**src/rtl/tsc_pkg.sv**
```systemverilog
// Shared types and constants for the Taylor series sine/cosine block.
// Depends on nothing; every other file imports it.
package tsc_pkg;

  // Series length limit and counter widths
  localparam int MAX_TERMS = 16;
  localparam int CNT_W     = $clog2(MAX_TERMS + 1);
  localparam int D_W       = $clog2(4 * MAX_TERMS * MAX_TERMS + 1);

  // Field widths on the channels
  localparam int ANG_W    = 26;
  localparam int TCNT_W   = 5;
  localparam int RESULT_W = 32;

  // Internal fixed-point widths (Q32 magnitudes)
  localparam int X_W    = 36;
  localparam int TERM_W = 62;
  localparam int NUM_W  = 64;

  // Degrees to radians: x = angle * 314159 / 18000000, rounded
  localparam int RAD_NUM  = 314159;
  localparam int RAD_DEN  = 18000000;
  localparam int RAD_BIAS = RAD_DEN / 2;
  localparam int DIV_W    = $clog2(RAD_DEN + 1);

  // Divider: quotient bits retired per cycle and cycles per division
  localparam int DIV_STEP = 4;
  localparam int DIV_CYC  = NUM_W / DIV_STEP;
  localparam int DCNT_W   = $clog2(DIV_CYC + 1);

  localparam logic [63:0]        TERM_LIM = 64'h3FFF_FFFF_FFFF_FFFF;
  localparam logic signed [63:0] SUM_LIM  = 64'sh4000_0000_0000_0000;
  localparam logic [63:0]        ONE_Q32  = 64'h0000_0001_0000_0000;
  localparam logic [63:0]        HH_LIM   = 64'h0000_0000_4000_0000;

  typedef enum logic [3:0] {
    ST_IDLE,
    ST_ANG_MUL,
    ST_ANG_START,
    ST_ANG_DIV,
    ST_MQ_HH,
    ST_MQ_HL,
    ST_MQ_LH,
    ST_MQ_LL,
    ST_MQ_FIN,
    ST_X2,
    ST_SER_INIT,
    ST_TERM_START,
    ST_TERM_DIV,
    ST_SER_END
  } tsc_state_t;

  typedef enum logic [1:0] {
    PH_SQ,
    PH_SIN,
    PH_COS
  } phase_t;

  typedef enum logic [2:0] {
    MUL_NONE,
    MUL_ANGLE,
    MUL_HH,
    MUL_HL,
    MUL_LH,
    MUL_LL
  } mul_op_t;

  typedef enum logic [1:0] {
    ACC_NONE,
    ACC_HH,
    ACC_FULL,
    ACC_ROUND
  } acc_op_t;

  typedef enum logic [1:0] {
    DIV_NONE,
    DIV_ANGLE,
    DIV_TERM
  } div_op_t;

  typedef enum logic [2:0] {
    TAKE_NONE,
    TAKE_X,
    TAKE_X2,
    TAKE_INIT_SIN,
    TAKE_INIT_COS,
    TAKE_TERM,
    TAKE_SINE,
    TAKE_OUT
  } take_t;

  typedef struct packed {
    logic             load_in;
    mul_op_t          mul_op;
    acc_op_t          acc_op;
    logic             sq;
    div_op_t          div_op;
    logic             load_d;
    logic             odd;
    logic [CNT_W-1:0] term_idx;
    take_t            take;
  } tsc_cmd_t;

  typedef struct packed {
    logic div_busy;
  } tsc_stat_t;

endpackage

```
**src/rtl/tsc_ifs.sv**
```systemverilog
// Valid/ready channel interfaces for the angle input and the result output.
// Depends on tsc_pkg for the field widths.
interface tsc_angle_if import tsc_pkg::*; ();
  logic                    valid;
  logic                    ready;
  logic signed [ANG_W-1:0] angle_deg;
  logic [TCNT_W-1:0]       term_count;

  modport source (output valid, angle_deg, term_count, input ready);
  modport sink   (input valid, angle_deg, term_count, output ready);
endinterface

interface tsc_result_if import tsc_pkg::*; ();
  logic                       valid;
  logic                       ready;
  logic signed [RESULT_W-1:0] sine_value;
  logic signed [RESULT_W-1:0] cosine_value;
  logic                       saturated;

  modport source (output valid, sine_value, cosine_value, saturated, input ready);
  modport sink   (input valid, sine_value, cosine_value, saturated, output ready);
endinterface

```
**src/rtl/taylor_sine_cosine.sv**
```systemverilog
// Truncated Taylor series sine and cosine of an angle in degrees.
// Usage:
//   angle  (sink)   : one beat carries angle_deg (signed, 16 fraction bits) and
//                     term_count (0 is taken as 1, above MAX_TERMS clamps).
//   result (source) : one beat per angle beat with sine_value and cosine_value
//                     (signed, 24 fraction bits) and a saturated flag.
// The shared multiplier and the divider do the work: each term takes four 32x32
// partial products and one 64-bit division by the term's constant, retired four
// quotient bits per cycle, and the two series run one after the other.
// The angle channel is ready only in the idle state, so one item is in flight
// at a time; the next one can be taken in the cycle after a result is loaded.
// A finished result sits in its own output register, so the next angle beat is
// accepted and worked on while the receiver stalls; the work waits at its end
// only if the earlier result has still not been taken.
// Reset (rst, synchronous, active high) returns the controller to idle, drops
// result valid and holds angle ready low; there is no clearing pass.
// Depends on tsc_pkg, tsc_ifs, tsc_ctrl, tsc_datapath and tsc_divider.
module taylor_sine_cosine import tsc_pkg::*; (
  input  logic  clk,
  input  logic  rst,
  tsc_angle_if.sink    angle,
  tsc_result_if.source result
);

  tsc_cmd_t  cmd;
  tsc_stat_t stat;

  // Sequencing: handshakes, term counting and command issue
  tsc_ctrl u_ctrl (
    .clk        (clk),
    .rst        (rst),
    .in_valid   (angle.valid),
    .in_ready   (angle.ready),
    .term_count (angle.term_count),
    .out_valid  (result.valid),
    .out_ready  (result.ready),
    .stat       (stat),
    .cmd        (cmd)
  );

  // Arithmetic: multiplier, divider, accumulators and the output register
  tsc_datapath u_dp (
    .clk          (clk),
    .rst          (rst),
    .cmd          (cmd),
    .stat         (stat),
    .angle_deg    (angle.angle_deg),
    .sine_value   (result.sine_value),
    .cosine_value (result.cosine_value),
    .saturated    (result.saturated)
  );

endmodule

```
**src/rtl/tsc_divider.sv**
```systemverilog
// Multi-cycle restoring divider, DIV_STEP quotient bits per cycle.
// Depends on tsc_pkg for widths and step count.
module tsc_divider import tsc_pkg::*; (
  input  logic             clk,
  input  logic             rst,
  input  logic             start,
  input  logic [NUM_W-1:0] num,
  input  logic [DIV_W-1:0] dsr,
  output logic             busy,
  output logic [NUM_W-1:0] quot
);

  logic [DCNT_W-1:0] cnt;
  logic [DIV_W-1:0]  rem;
  logic [DIV_W-1:0]  rem_next;
  logic [DIV_W-1:0]  dsr_r;
  logic [NUM_W-1:0]  numq;
  logic [NUM_W-1:0]  numq_next;
  logic [DIV_W:0]    trial;

  // Shift numerator bits into the remainder; quotient bits fill from the bottom
  always_comb begin
    rem_next  = rem;
    numq_next = numq;
    trial     = '0;
    for (int k = 0; k < DIV_STEP; k++) begin
      trial     = {rem_next, numq_next[NUM_W-1]};
      numq_next = {numq_next[NUM_W-2:0], 1'b0};
      if (trial >= {1'b0, dsr_r}) begin
        trial        = trial - {1'b0, dsr_r};
        numq_next[0] = 1'b1;
      end
      rem_next = trial[DIV_W-1:0];
    end
  end

  always_ff @(posedge clk) begin
    if (rst) begin
      cnt <= '0;
    end else if (start) begin
      cnt <= DCNT_W'(DIV_CYC);
    end else if (cnt != '0) begin
      cnt <= cnt - 1'b1;
    end
  end

  always_ff @(posedge clk) begin
    if (start) begin
      numq  <= num;
      rem   <= '0;
      dsr_r <= dsr;
    end else if (cnt != '0) begin
      numq <= numq_next;
      rem  <= rem_next;
    end
  end

  assign busy = (cnt != '0);
  assign quot = numq;

endmodule

```
**src/rtl/tsc_datapath.sv**
```systemverilog
// Datapath: shared 32x32 multiplier, Q32 product assembly with clipping,
// series accumulators and output rounding. Depends on tsc_pkg, tsc_divider.
module tsc_datapath import tsc_pkg::*; (
  input  logic                       clk,
  input  logic                       rst,
  input  tsc_cmd_t                   cmd,
  output tsc_stat_t                  stat,
  input  logic signed [ANG_W-1:0]    angle_deg,
  output logic signed [RESULT_W-1:0] sine_value,
  output logic signed [RESULT_W-1:0] cosine_value,
  output logic                       saturated
);

  logic [ANG_W-1:0]        amag;
  logic                    ang_neg;
  logic [X_W-1:0]          xval;
  logic [TERM_W-1:0]       x2;
  logic [TERM_W-1:0]       mag;
  logic                    neg;
  logic signed [63:0]      sum;
  logic [TERM_W-1:0]       r;
  logic [63:0]             prod;
  logic [D_W-1:0]          d;
  logic                    sat;
  logic [RESULT_W-1:0]     sine_q;

  logic [31:0]             ma;
  logic [31:0]             mb;
  logic [63:0]             opa;
  logic [63:0]             opb;
  logic [CNT_W:0]          tw;
  logic [D_W-1:0]          d_next;

  logic [63:0]             m_full;
  logic                    mf_sat;
  logic [32:0]             m_rnd;
  logic [63:0]             s_acc;
  logic [TERM_W-1:0]       r_next;
  logic                    acc_sat;

  logic [TERM_W-1:0]       q_mag;
  logic signed [63:0]      s_term;
  logic signed [63:0]      sum_term;
  logic                    term_sat;

  logic                    div_start;
  logic [NUM_W-1:0]        div_num;
  logic [DIV_W-1:0]        div_dsr;
  logic                    div_busy;
  logic [NUM_W-1:0]        quot;

  logic [32:0]             q24;

  function automatic logic [32:0] to_q24(input logic signed [63:0] s);
    logic [63:0] m;
    logic [55:0] rr;
    logic [31:0] v;
    logic        f;
    m  = s[63] ? (64'd0 - $unsigned(s)) : $unsigned(s);
    rr = 56'((m + 64'd128) >> 8);
    f  = 1'b0;
    if (s[63]) begin
      if (rr > 56'h0000_0080_0000_00) begin
        rr = 56'h0000_0080_0000_00;
        f  = 1'b1;
      end
      v = 32'(56'd0 - rr);
    end else begin
      if (rr > 56'h0000_007F_FFFF_FF) begin
        rr = 56'h0000_007F_FFFF_FF;
        f  = 1'b1;
      end
      v = rr[31:0];
    end
    return {f, v};
  endfunction

  // Multiplier operand selection
  assign opa = cmd.sq ? 64'(xval) : 64'(mag);
  assign opb = cmd.sq ? 64'(xval) : 64'(x2);

  always_comb begin
    ma = '0;
    mb = '0;
    case (cmd.mul_op)
      MUL_ANGLE: begin
        ma = 32'(amag);
        mb = 32'(RAD_NUM);
      end
      MUL_HH: begin
        ma = opa[63:32];
        mb = opb[63:32];
      end
      MUL_HL: begin
        ma = opa[63:32];
        mb = opb[31:0];
      end
      MUL_LH: begin
        ma = opa[31:0];
        mb = opb[63:32];
      end
      MUL_LL: begin
        ma = opa[31:0];
        mb = opb[31:0];
      end
      default: ;
    endcase
  end

  // Divisor of the current term: (2i)(2i+1) for sine, (2i-1)(2i) for cosine
  assign tw     = {cmd.term_idx, 1'b0};
  assign d_next = cmd.odd ? D_W'(D_W'(tw) * D_W'(tw + 1'b1))
                          : D_W'(D_W'(tw - 1'b1) * D_W'(tw));

  // Assemble the Q32 product one partial product at a time, holding at the limit
  always_comb begin
    m_full = prod;
    mf_sat = 1'b0;
    if (prod > TERM_LIM) begin
      m_full = TERM_LIM;
      mf_sat = 1'b1;
    end
    m_rnd   = 33'((65'(prod) + 65'h0_8000_0000) >> 32);
    s_acc   = '0;
    r_next  = r;
    acc_sat = 1'b0;
    case (cmd.acc_op)
      ACC_HH: begin
        if (prod >= HH_LIM) begin
          r_next  = TERM_LIM[TERM_W-1:0];
          acc_sat = 1'b1;
        end else begin
          r_next = {prod[TERM_W-33:0], 32'd0};
        end
      end
      ACC_FULL: begin
        s_acc   = {2'b00, r} + m_full;
        acc_sat = mf_sat;
        if (s_acc > TERM_LIM) begin
          r_next  = TERM_LIM[TERM_W-1:0];
          acc_sat = 1'b1;
        end else begin
          r_next = s_acc[TERM_W-1:0];
        end
      end
      ACC_ROUND: begin
        s_acc = {2'b00, r} + 64'(m_rnd);
        if (s_acc > TERM_LIM) begin
          r_next  = TERM_LIM[TERM_W-1:0];
          acc_sat = 1'b1;
        end else begin
          r_next = s_acc[TERM_W-1:0];
        end
      end
      default: ;
    endcase
  end

  // Add the new term with alternating sign, clamp the running sum
  always_comb begin
    q_mag    = quot[TERM_W-1:0];
    s_term   = neg ? $signed({2'b00, q_mag}) : -$signed({2'b00, q_mag});
    sum_term = sum + s_term;
    term_sat = 1'b0;
    if (sum_term > SUM_LIM) begin
      sum_term = SUM_LIM;
      term_sat = 1'b1;
    end else if (sum_term < -SUM_LIM) begin
      sum_term = -SUM_LIM;
      term_sat = 1'b1;
    end
  end

  assign q24 = to_q24(sum);

  // Divider launch
  always_comb begin
    div_start = 1'b0;
    div_num   = '0;
    div_dsr   = '0;
    case (cmd.div_op)
      DIV_ANGLE: begin
        div_start = 1'b1;
        div_num   = (prod << 16) + 64'(RAD_BIAS);
        div_dsr   = DIV_W'(RAD_DEN);
      end
      DIV_TERM: begin
        div_start = 1'b1;
        div_num   = {2'b00, r} + 64'(d >> 1);
        div_dsr   = DIV_W'(d);
      end
      default: ;
    endcase
  end

  tsc_divider u_div (
    .clk   (clk),
    .rst   (rst),
    .start (div_start),
    .num   (div_num),
    .dsr   (div_dsr),
    .busy  (div_busy),
    .quot  (quot)
  );

  assign stat.div_busy = div_busy;

  always_ff @(posedge clk) begin
    if (cmd.load_in) begin
      ang_neg <= angle_deg[ANG_W-1];
      amag    <= angle_deg[ANG_W-1] ? (~angle_deg + 1'b1) : angle_deg;
    end
    if (cmd.mul_op != MUL_NONE) begin
      prod <= 64'(ma) * 64'(mb);
    end
    if (cmd.acc_op != ACC_NONE) begin
      r <= r_next;
    end
    if (cmd.load_d) begin
      d <= d_next;
    end
    case (cmd.take)
      TAKE_X: xval <= quot[X_W-1:0];
      TAKE_X2: x2 <= r;
      TAKE_INIT_SIN: begin
        mag <= TERM_W'(xval);
        neg <= ang_neg;
        sum <= ang_neg ? -$signed(64'(xval)) : $signed(64'(xval));
      end
      TAKE_INIT_COS: begin
        mag <= ONE_Q32[TERM_W-1:0];
        neg <= 1'b0;
        sum <= $signed(ONE_Q32);
      end
      TAKE_TERM: begin
        mag <= q_mag;
        neg <= ~neg;
        sum <= sum_term;
      end
      TAKE_SINE: sine_q <= q24[RESULT_W-1:0];
      TAKE_OUT: begin
        sine_value   <= sine_q;
        cosine_value <= q24[RESULT_W-1:0];
        saturated    <= sat | q24[32];
      end
      default: ;
    endcase
  end

  // Saturation seen anywhere in the current item
  always_ff @(posedge clk) begin
    if (cmd.load_in) begin
      sat <= 1'b0;
    end else begin
      sat <= sat | acc_sat
                 | ((cmd.take == TAKE_TERM) & term_sat)
                 | ((cmd.take == TAKE_SINE) & q24[32]);
    end
  end

endmodule

```
**src/rtl/tsc_ctrl.sv**
```systemverilog
// Controller: sequences the angle conversion, the squaring and both series.
// Depends on tsc_pkg for states, command and status types.
module tsc_ctrl import tsc_pkg::*; (
  input  logic              clk,
  input  logic              rst,
  input  logic              in_valid,
  output logic              in_ready,
  input  logic [TCNT_W-1:0] term_count,
  output logic              out_valid,
  input  logic              out_ready,
  input  tsc_stat_t         stat,
  output tsc_cmd_t          cmd
);

  tsc_state_t       state;
  tsc_state_t       state_next;
  phase_t           phase;
  phase_t           phase_next;
  logic [CNT_W-1:0] n;
  logic [CNT_W-1:0] n_next;
  logic [CNT_W-1:0] i;
  logic [CNT_W-1:0] i_next;
  logic [CNT_W-1:0] i_inc;
  logic             out_set;
  logic             out_free;

  assign i_inc    = i + 1'b1;
  assign out_free = ~out_valid | out_ready;

  always_ff @(posedge clk) begin
    if (rst) begin
      state     <= ST_IDLE;
      phase     <= PH_SQ;
      n         <= '0;
      i         <= '0;
      out_valid <= 1'b0;
    end else begin
      state <= state_next;
      phase <= phase_next;
      n     <= n_next;
      i     <= i_next;
      if (out_set) begin
        out_valid <= 1'b1;
      end else if (out_ready) begin
        out_valid <= 1'b0;
      end
    end
  end

  always_comb begin
    state_next   = state;
    phase_next   = phase;
    n_next       = n;
    i_next       = i;
    out_set      = 1'b0;
    in_ready     = 1'b0;
    cmd.load_in  = 1'b0;
    cmd.mul_op   = MUL_NONE;
    cmd.acc_op   = ACC_NONE;
    cmd.sq       = (phase == PH_SQ);
    cmd.div_op   = DIV_NONE;
    cmd.load_d   = 1'b0;
    cmd.odd      = (phase == PH_SIN);
    cmd.term_idx = i;
    cmd.take     = TAKE_NONE;

    unique case (state)
      ST_IDLE: begin
        in_ready = ~rst;
        if (in_valid && !rst) begin
          cmd.load_in = 1'b1;
          phase_next  = PH_SQ;
          if (term_count == '0) begin
            n_next = CNT_W'(1);
          end else if (int'(term_count) > MAX_TERMS) begin
            n_next = CNT_W'(MAX_TERMS);
          end else begin
            n_next = CNT_W'(term_count);
          end
          state_next = ST_ANG_MUL;
        end
      end
      ST_ANG_MUL: begin
        cmd.mul_op = MUL_ANGLE;
        state_next = ST_ANG_START;
      end
      ST_ANG_START: begin
        cmd.div_op = DIV_ANGLE;
        state_next = ST_ANG_DIV;
      end
      ST_ANG_DIV: begin
        if (!stat.div_busy) begin
          cmd.take   = TAKE_X;
          state_next = ST_MQ_HH;
        end
      end
      ST_MQ_HH: begin
        cmd.mul_op = MUL_HH;
        cmd.load_d = 1'b1;
        state_next = ST_MQ_HL;
      end
      ST_MQ_HL: begin
        cmd.acc_op = ACC_HH;
        cmd.mul_op = MUL_HL;
        state_next = ST_MQ_LH;
      end
      ST_MQ_LH: begin
        cmd.acc_op = ACC_FULL;
        cmd.mul_op = MUL_LH;
        state_next = ST_MQ_LL;
      end
      ST_MQ_LL: begin
        cmd.acc_op = ACC_FULL;
        cmd.mul_op = MUL_LL;
        state_next = ST_MQ_FIN;
      end
      ST_MQ_FIN: begin
        cmd.acc_op = ACC_ROUND;
        state_next = (phase == PH_SQ) ? ST_X2 : ST_TERM_START;
      end
      ST_X2: begin
        cmd.take   = TAKE_X2;
        phase_next = PH_SIN;
        state_next = ST_SER_INIT;
      end
      ST_SER_INIT: begin
        cmd.take   = (phase == PH_SIN) ? TAKE_INIT_SIN : TAKE_INIT_COS;
        i_next     = CNT_W'(1);
        state_next = (CNT_W'(1) < n) ? ST_MQ_HH : ST_SER_END;
      end
      ST_TERM_START: begin
        cmd.div_op = DIV_TERM;
        state_next = ST_TERM_DIV;
      end
      ST_TERM_DIV: begin
        if (!stat.div_busy) begin
          cmd.take   = TAKE_TERM;
          i_next     = i_inc;
          state_next = (i_inc < n) ? ST_MQ_HH : ST_SER_END;
        end
      end
      ST_SER_END: begin
        if (phase == PH_SIN) begin
          cmd.take   = TAKE_SINE;
          phase_next = PH_COS;
          state_next = ST_SER_INIT;
        end else if (out_free) begin
          cmd.take   = TAKE_OUT;
          out_set    = 1'b1;
          state_next = ST_IDLE;
        end
      end
      default: state_next = ST_IDLE;
    endcase
  end

endmodule
```
**src/flat_wrapper.sv**
```systemverilog
// flat-port wrapper written by rule: the top's interface ports become plain ports
module taylor_sine_cosine_flat import tsc_pkg::*;
  (clk, rst, angle_valid, angle_angle_deg, angle_term_count, angle_ready, result_valid, result_sine_value, result_cosine_value, result_saturated, result_ready);
  tsc_angle_if angle_i ();
  tsc_result_if result_i ();
  input  logic clk;
  input  logic rst;
  input wire logic [$bits(angle_i.valid)-1:0] angle_valid;
  input wire logic [$bits(angle_i.angle_deg)-1:0] angle_angle_deg;
  input wire logic [$bits(angle_i.term_count)-1:0] angle_term_count;
  output wire logic [$bits(angle_i.ready)-1:0] angle_ready;
  output wire logic [$bits(result_i.valid)-1:0] result_valid;
  output wire logic [$bits(result_i.sine_value)-1:0] result_sine_value;
  output wire logic [$bits(result_i.cosine_value)-1:0] result_cosine_value;
  output wire logic [$bits(result_i.saturated)-1:0] result_saturated;
  input wire logic [$bits(result_i.ready)-1:0] result_ready;
  assign angle_i.valid = angle_valid;
  assign angle_i.angle_deg = angle_angle_deg;
  assign angle_i.term_count = angle_term_count;
  assign angle_ready = angle_i.ready;
  assign result_valid = result_i.valid;
  assign result_sine_value = result_i.sine_value;
  assign result_cosine_value = result_i.cosine_value;
  assign result_saturated = result_i.saturated;
  assign result_i.ready = result_ready;
  taylor_sine_cosine u_core (.clk(clk), .rst(rst), .angle(angle_i), .result(result_i));
endmodule
```
**config.mk**
```make
export PLATFORM = sky130hd
export DESIGN_NAME = taylor_sine_cosine_flat
export DESIGN_NICKNAME = d
export VERILOG_FILES = /design/src/rtl/tsc_pkg.sv /design/src/rtl/tsc_ifs.sv /design/src/rtl/taylor_sine_cosine.sv /design/src/rtl/tsc_divider.sv /design/src/rtl/tsc_datapath.sv /design/src/rtl/tsc_ctrl.sv /design/src/flat_wrapper.sv
export SDC_FILE = /design/constraint.sdc
export NUM_CORES = 2
export LEC_CHECK = 0
export BUFFER_PORTS_ARGS = -buffer_cell sky130_fd_sc_hd__buf_2
export CAP_MARGIN = 20
export CELL_PAD_IN_SITES_DETAIL_PLACEMENT = 1
export CELL_PAD_IN_SITES_GLOBAL_PLACEMENT = 2
export CORE_MARGIN = 2
export CORE_UTILIZATION = 42
export DETAILED_ROUTE_END_ITERATION = 10
export PLACE_DENSITY_LB_ADDON = 0.1
export SKIP_CTS_REPAIR_TIMING = 1
export SYNTH_ARGS = -nofsm -noshare
export SYNTH_HDL_FRONTEND = slang
export SYNTH_SLANG_ARGS = --single-unit
```
**constraint.sdc**
```tcl
create_clock -name clk -period 17.1 [get_ports clk]
set_input_delay 1.71 -clock clk [delete_from_list [all_inputs] [get_ports clk]]
set_output_delay 1.71 -clock clk [all_outputs]
set_load 0.1 [all_outputs]
```
; ---- Word level (Yosys, flattened, before mapping)
; Cells that the tools add are included.
[word_totals]
reg_bits = 623
inputBits = 35
output_inout_bits = 67
elab_cells = 219
[op_classes]
addsub = 20
n_mul = 3
magnitude_cmp = 15
n_eq_ne = 36
mux = 82
bitwise_logic = 11
reduce_logical = 26
[op_table]
columns = operator, n
row1 = $mux W64, 8
row2 = $pmux W62 S3, 2
row3 = $mux W62, 5
row4 = $pmux W32 S3, 2
row5 = $pmux W64 S3, 1
row6 = $gt A64 B62 Y1 const B, 2
row7 = $mux W32, 4
row8 = $pmux W64 S2, 1
row9 = $mux W25, 5
row10 = $ge A26 B25 Y1, 4
row11 = $sub A25 B25 Y25, 4
row12 = $add A64 B32 Y65 const B, 1
row13 = $add A62 B64 Y64, 1
row14 = $add A64 B24 Y64 const B, 1
row15 = $add A64 B64 Y64, 1
row16 = $add A64 B8 Y64 const B, 1
row17 = $ge A64 B31 Y1 const B, 1
row18 = $gt A64 B64 Y1 const B, 1
row19 = $lt A64 B63 Y1 const B, 1
row20 = $mul A32 B32 Y64, 1
row21 = $neg A36 Y64, 1
row22 = $neg A62 Y64, 1
row23 = $sub A1 B64 Y64 const A, 1
row24 = $add A62 B10 Y63, 1
row25 = other kinds (55), 142

; ---- Longest topological paths before layout
[logic_depth]
word_depth = 10
mapped_depth = 62
mapped_depth_nobuf = 57

; ---- Modules after synthesis
; From an unflattened synthesis, not the netlist that was laid out.
[unflattened]
cells_unflattened = 9601
area_unflattened_um2 = 84826.4
[by_module_without_submodules]
columns = mod, n_inst, cells_per_inst, area_each_um2, seq_area_each_um2
row1 = tsc_datapath, 1, 8220, 72548.3, 14584.0
row2 = tsc_divider, 1, 1217, 11016.8, 3273.1
row3 = tsc_ctrl, 1, 164, 1261.2, 340.3

; ---- Worst setup path after synthesis
; Ideal clock, no wire load.
[synth_timing]
path_kind = register -> register
start = register u_core.u_dp.u_div.dsr_r[20]
end = register u_core.u_dp.u_div.rem[14]
setup_time_ns = 0.122
t_arrival_ns = 12.058
required_time_ns = 16.978
slack_ns = 4.920
path_stages_with_launch = 56
path_buffers = 7
period_less_slack_ns = 12.180
path_cell_list = edfxtp_1 inv_1 ha_1 clkbuf_1 a21o_1 a221o_1 o211a_1 nor2_1 clkbuf_1 clkbuf_1 nand2_1 o31ai_1 ha_1 o21a_1 o21ai_0 nand2_1 a41o_1 o211ai_1 [... 20 more ...] nand2_1 clkbuf_1 a21oi_1 ha_1 a21oi_1 o21ai_0 a21oi_1 o21bai_1 a21oi_1 o21bai_1 a221oi_1 a31oi_1 o311a_1 o21a_1 o41ai_2 buf_2 nor4b_1 a311o_1
[synth_between]
elab_chain_cells = 8
word_cells_on_any_way = 12
cone_classes = add/sub (4) / order compare (4) / mux (4)
[synth_rtl]
columns = item, line_no
row1 = start: declaration, tsc_divider.sv:16  ; logic [DIV_W-1:0] dsr_r;
row2 = start signal: assignment, tsc_divider.sv:51  ; dsr_r <= dsr;
row3 = $sub A25 B25 Y25 / $ge A26 B25 Y1 (equally long branches), "tsc_divider.sv:30, tsc_divider.sv:29"
row4 = $mux W25, tsc_divider.sv:29  ; if (trial >= {1'b0, dsr_r}) begin
row5 = $sub A25 B25 Y25 / $ge A26 B25 Y1 (equally long branches), "tsc_divider.sv:30, tsc_divider.sv:29"
row6 = $mux W25, tsc_divider.sv:29
row7 = $ge A26 B25 Y1 / $sub A25 B25 Y25 (equally long branches), "tsc_divider.sv:29, tsc_divider.sv:30"
row8 = $mux W25, tsc_divider.sv:29
row9 = $sub A25 B25 Y25 / $ge A26 B25 Y1 (equally long branches), "tsc_divider.sv:30, tsc_divider.sv:29"
row10 = $mux W25 (*), tsc_divider.sv:29
row11 = end signal: assignment, tsc_divider.sv:54  ; rem <= rem_next;
row12 = end: declaration, tsc_divider.sv:14  ; logic [DIV_W-1:0] rem;
; Mark *: on every way between the ends. The rest lies on a longest branch, timed or not.
; A chain may end at the register's enable or synchronous reset.

; ---- Worst setup path in the final report
[layout_timing]
start = register u_core.u_dp.u_div.dsr_r[20]
end = register u_core.u_dp.u_div.rem[16]
; The elaborated chain is that of the path after synthesis.

==> run metrics <==
Critical Path End Type=flop; die width=446 um; design area=0.0883 mm2; Layout fillers=22700; WS Path Type=reg -> reg; Seq/Total Area, Yosys=21.6%; layout cell share with drive strength beyond 1=6.41%; Vias=71400; pin count of the biggest net entering global routing=129; Peak VDD IR=0.456 mV; RSZ-0062 raised after global routing=no; Final nets=10800; Rows=162; max_cap viols=0; Pleak=38.0 nW; Detailed Routing Iterations Pass 1=6; Syn Area/Cell=8.72 um2; clock slew at reported path FFs=0.07 ns; M1 wire length=153 mm; routed wire length=345 mm; Fmax achieved=69.6 MHz; vias in the first global route=73100; Post-Synthesis Cell Area=0.0821 mm2; Syn Inst Count=9420; CP arrival=14.98 ns; warnings from Yosys=0; Final period util=84.0%; number of enable flip-flop cells after synthesis=560; Skew-Pair Late Insertion Delay=0.73 ns; most frequent cells in the layout=inv_1 (1200), nand2_1 (1135), fa_1 (928); Final Hold Viols=0; Max Slew Vio Count=0; PwrDens=231 mW/mm2; Residual DRC=0; Worst Tran Pin Value=1.27 ns; Avg WL per Cell=28.9 um; Initial Util=42.2%; number of synthesized register bits=608; CTS tree=built; CP peak stage delay=0.63 ns; DP Wirelength=274 mm; Worst Path Required=17.72 ns; IO Pins=102; total CTS buffers=75; RePlAce Congestion=1.00; pre-CTS setup slack=2.94 ns; Final Skew=0.0400 ns; ys async rst share=0%; CTS Buffer Depth=3; synth unique cells=112; CP startpoint kind=flop; CP Max Fanout=25; Final Power=20.4 mW; antenna-violating nets left=0; class of the worst hold path=reg -> reg; Most used DFF post-synth=edfxtp_1; total negative slack=0 ns; die area=0.199 mm2; Area after DPL=0.0857 mm2; all-layer global routing usage=34.5%; met3 wire length=27.7 mm; post-synth top area share=22.6%; most common cell after layout, fill and taps aside=inv_1; first-pass GRT wire length=504 mm; DRC marker count from the first detailed-route iteration=6632; top sig layer=met5; cell chosen for the clock root=clkbuf_16; Met2 Wirelength=145 mm; area occupied by multi-input gates=0.0584 mm2; grt ovf=0; Clock Sinks=608; Synth area leaders=fa_1 (23%), edfxtp_1 (20%), ha_1 (8.3%); PnR worst setup slack=2.74 ns; Period minus WS final=14.36 ns; final core utilization=45.4%; initial antenna violation count=28; CORE AREA=0.195 mm2; H-tree depth=3; Storage cell area=0.0178 mm2; Port-buffer cells=101; Final setup viols=0; Crit-path slowest cell=a21oi_4; relative slew slack=15.1%; area growth from synthesis to layout=7.46%; Die Span Y=446 um; Yosys top cell by area=fa_1; DR vias/cell=5.99; outcome=complete, no violations
## power by group
group          leakage (nW)  internal [mW]  total, mW  switching [mW]
sequential             5.40           2.10       2.73           0.624
clock                  1.19          0.916       1.67           0.749
combinational          31.5           5.68       16.0            10.3
## Yosys cell counts, types with 149 or more instances
| master | number |
|---|---|
| xor2_1 | 241 |
| ha_1 | 542 |
| nor2_1 | 903 |
| inv_1 | 1202 |
| a21oi_1 | 475 |
| a21o_1 | 149 |
| o21ai_0 | 443 |
| xnor2_1 | 394 |
| edfxtp_1 | 560 |
| nor3_1 | 153 |
| clkbuf_1 | 429 |
| nand2_1 | 1137 |
| nand3_1 | 156 |
| fa_1 | 928 |
## flip-flops by register name, indices dropped and copies added (netlist names)
name / cells
u_core.u_dp.u_div.rem: 25
u_core.u_dp.u_div.dsr_r: 11
u_core.u_dp.saturated: 1
u_core.u_ctrl.state: 4
u_core.u_ctrl.n: 5
u_core.u_dp.sine_q: 32
u_core.u_dp.xval: 36
u_core.u_dp.ang_neg: 1
u_core.u_dp.d: 10
u_core.u_ctrl.i: 5
u_core.u_dp.sat: 1
u_core.u_dp.cosine_value: 32
u_core.u_dp.neg: 1
u_core.u_ctrl.out_valid: 1
u_core.u_dp.mag: 62
u_core.u_dp.sum: 64
u_core.u_dp.sine_value: 32
u_core.u_dp.prod: 64
u_core.u_dp.u_div.quot: 64
u_core.u_dp.x2: 62
u_core.u_dp.u_div.cnt: 5
u_core.u_ctrl.phase: 2
u_core.u_dp.amag: 26
u_core.u_dp.r: 62
## final cells by class
cell class / count / share of cell area [%]
Multi-Input combinational cell: 7136 / 66.1
Sequential cell: 608 / 20.1
Inverter: 1203 / 5.12
Tap cell: 2542 / 3.60
Timing Repair Buffer: 284 / 2.20
Clock buffer: 84 / 2.19
Clock inverter: 49 / 0.574
Antenna cell: 16 / 0.0454
## per-layer routing
metal / vias up / global-route usage (%)
met3: 615 / 6.63
met4: 6 / 15.5
met2: 2673 / 50.6
li1: 31500 / -
met1: 36600 / 49.1
met5: - / 0
## path summary, 6_finish.rpt
| check | from | to | slack, ns | cells after the start |
|---|---|---|---|---|
| worst max-delay path | u_core.u_dp.u_div.dsr_r[20] | u_core.u_dp.u_div.rem[16] | 2.74 | 50 |
| worst min-delay path | u_core.u_dp.sine_q[3] | u_core.u_dp.sine_value[3] | 0.41 | 0 |
| worst max register to register | u_core.u_dp.u_div.dsr_r[20] | u_core.u_dp.u_div.rem[16] | 2.74 | 50 |
| worst min register to register | u_core.u_dp.sine_q[3] | u_core.u_dp.sine_value[3] | 0.41 | 0 |
## through the flow
stage          cells  hold WS (ns)
5_1_grt        11900         0.423
4_1_cts        11900         0.410
6_report       11900         0.406
3_3_place_gp   11800         0.401
3_5_place_dp   11800         0.405
2_1_floorplan   9424         0.400
## cells by family (layout without fill, tap and decap cells)
logic type                 after synthesis  in the layout  synth area share (%)
and+or+nand+nor                       3135           3135                  17.6
AOI/OAI and AO/OA                     1841           1841                  14.6
buffers and inverters                 1680           1620                  7.75
adders and majority gates             1470           1470                  30.9
xor gates and xnor gates               635            635                  6.77
DFF                                    608            608                  21.6
muxes                                   49             49                 0.679
other                                    2             22               0.00914
## worst max-delay path, delay by kind of cell (launching register included)
kind | cells | cell delay, ns
DFF | 1 | 0.36
AOI/OAI and AO/OA | 33 | 8.91
adders and majority gates | 4 | 1.35
muxes | 1 | 0.37
buffers and inverters | 4 | 0.76
and+or+nand+nor | 8 | 2.46
(Power assumes the default switching activity.)
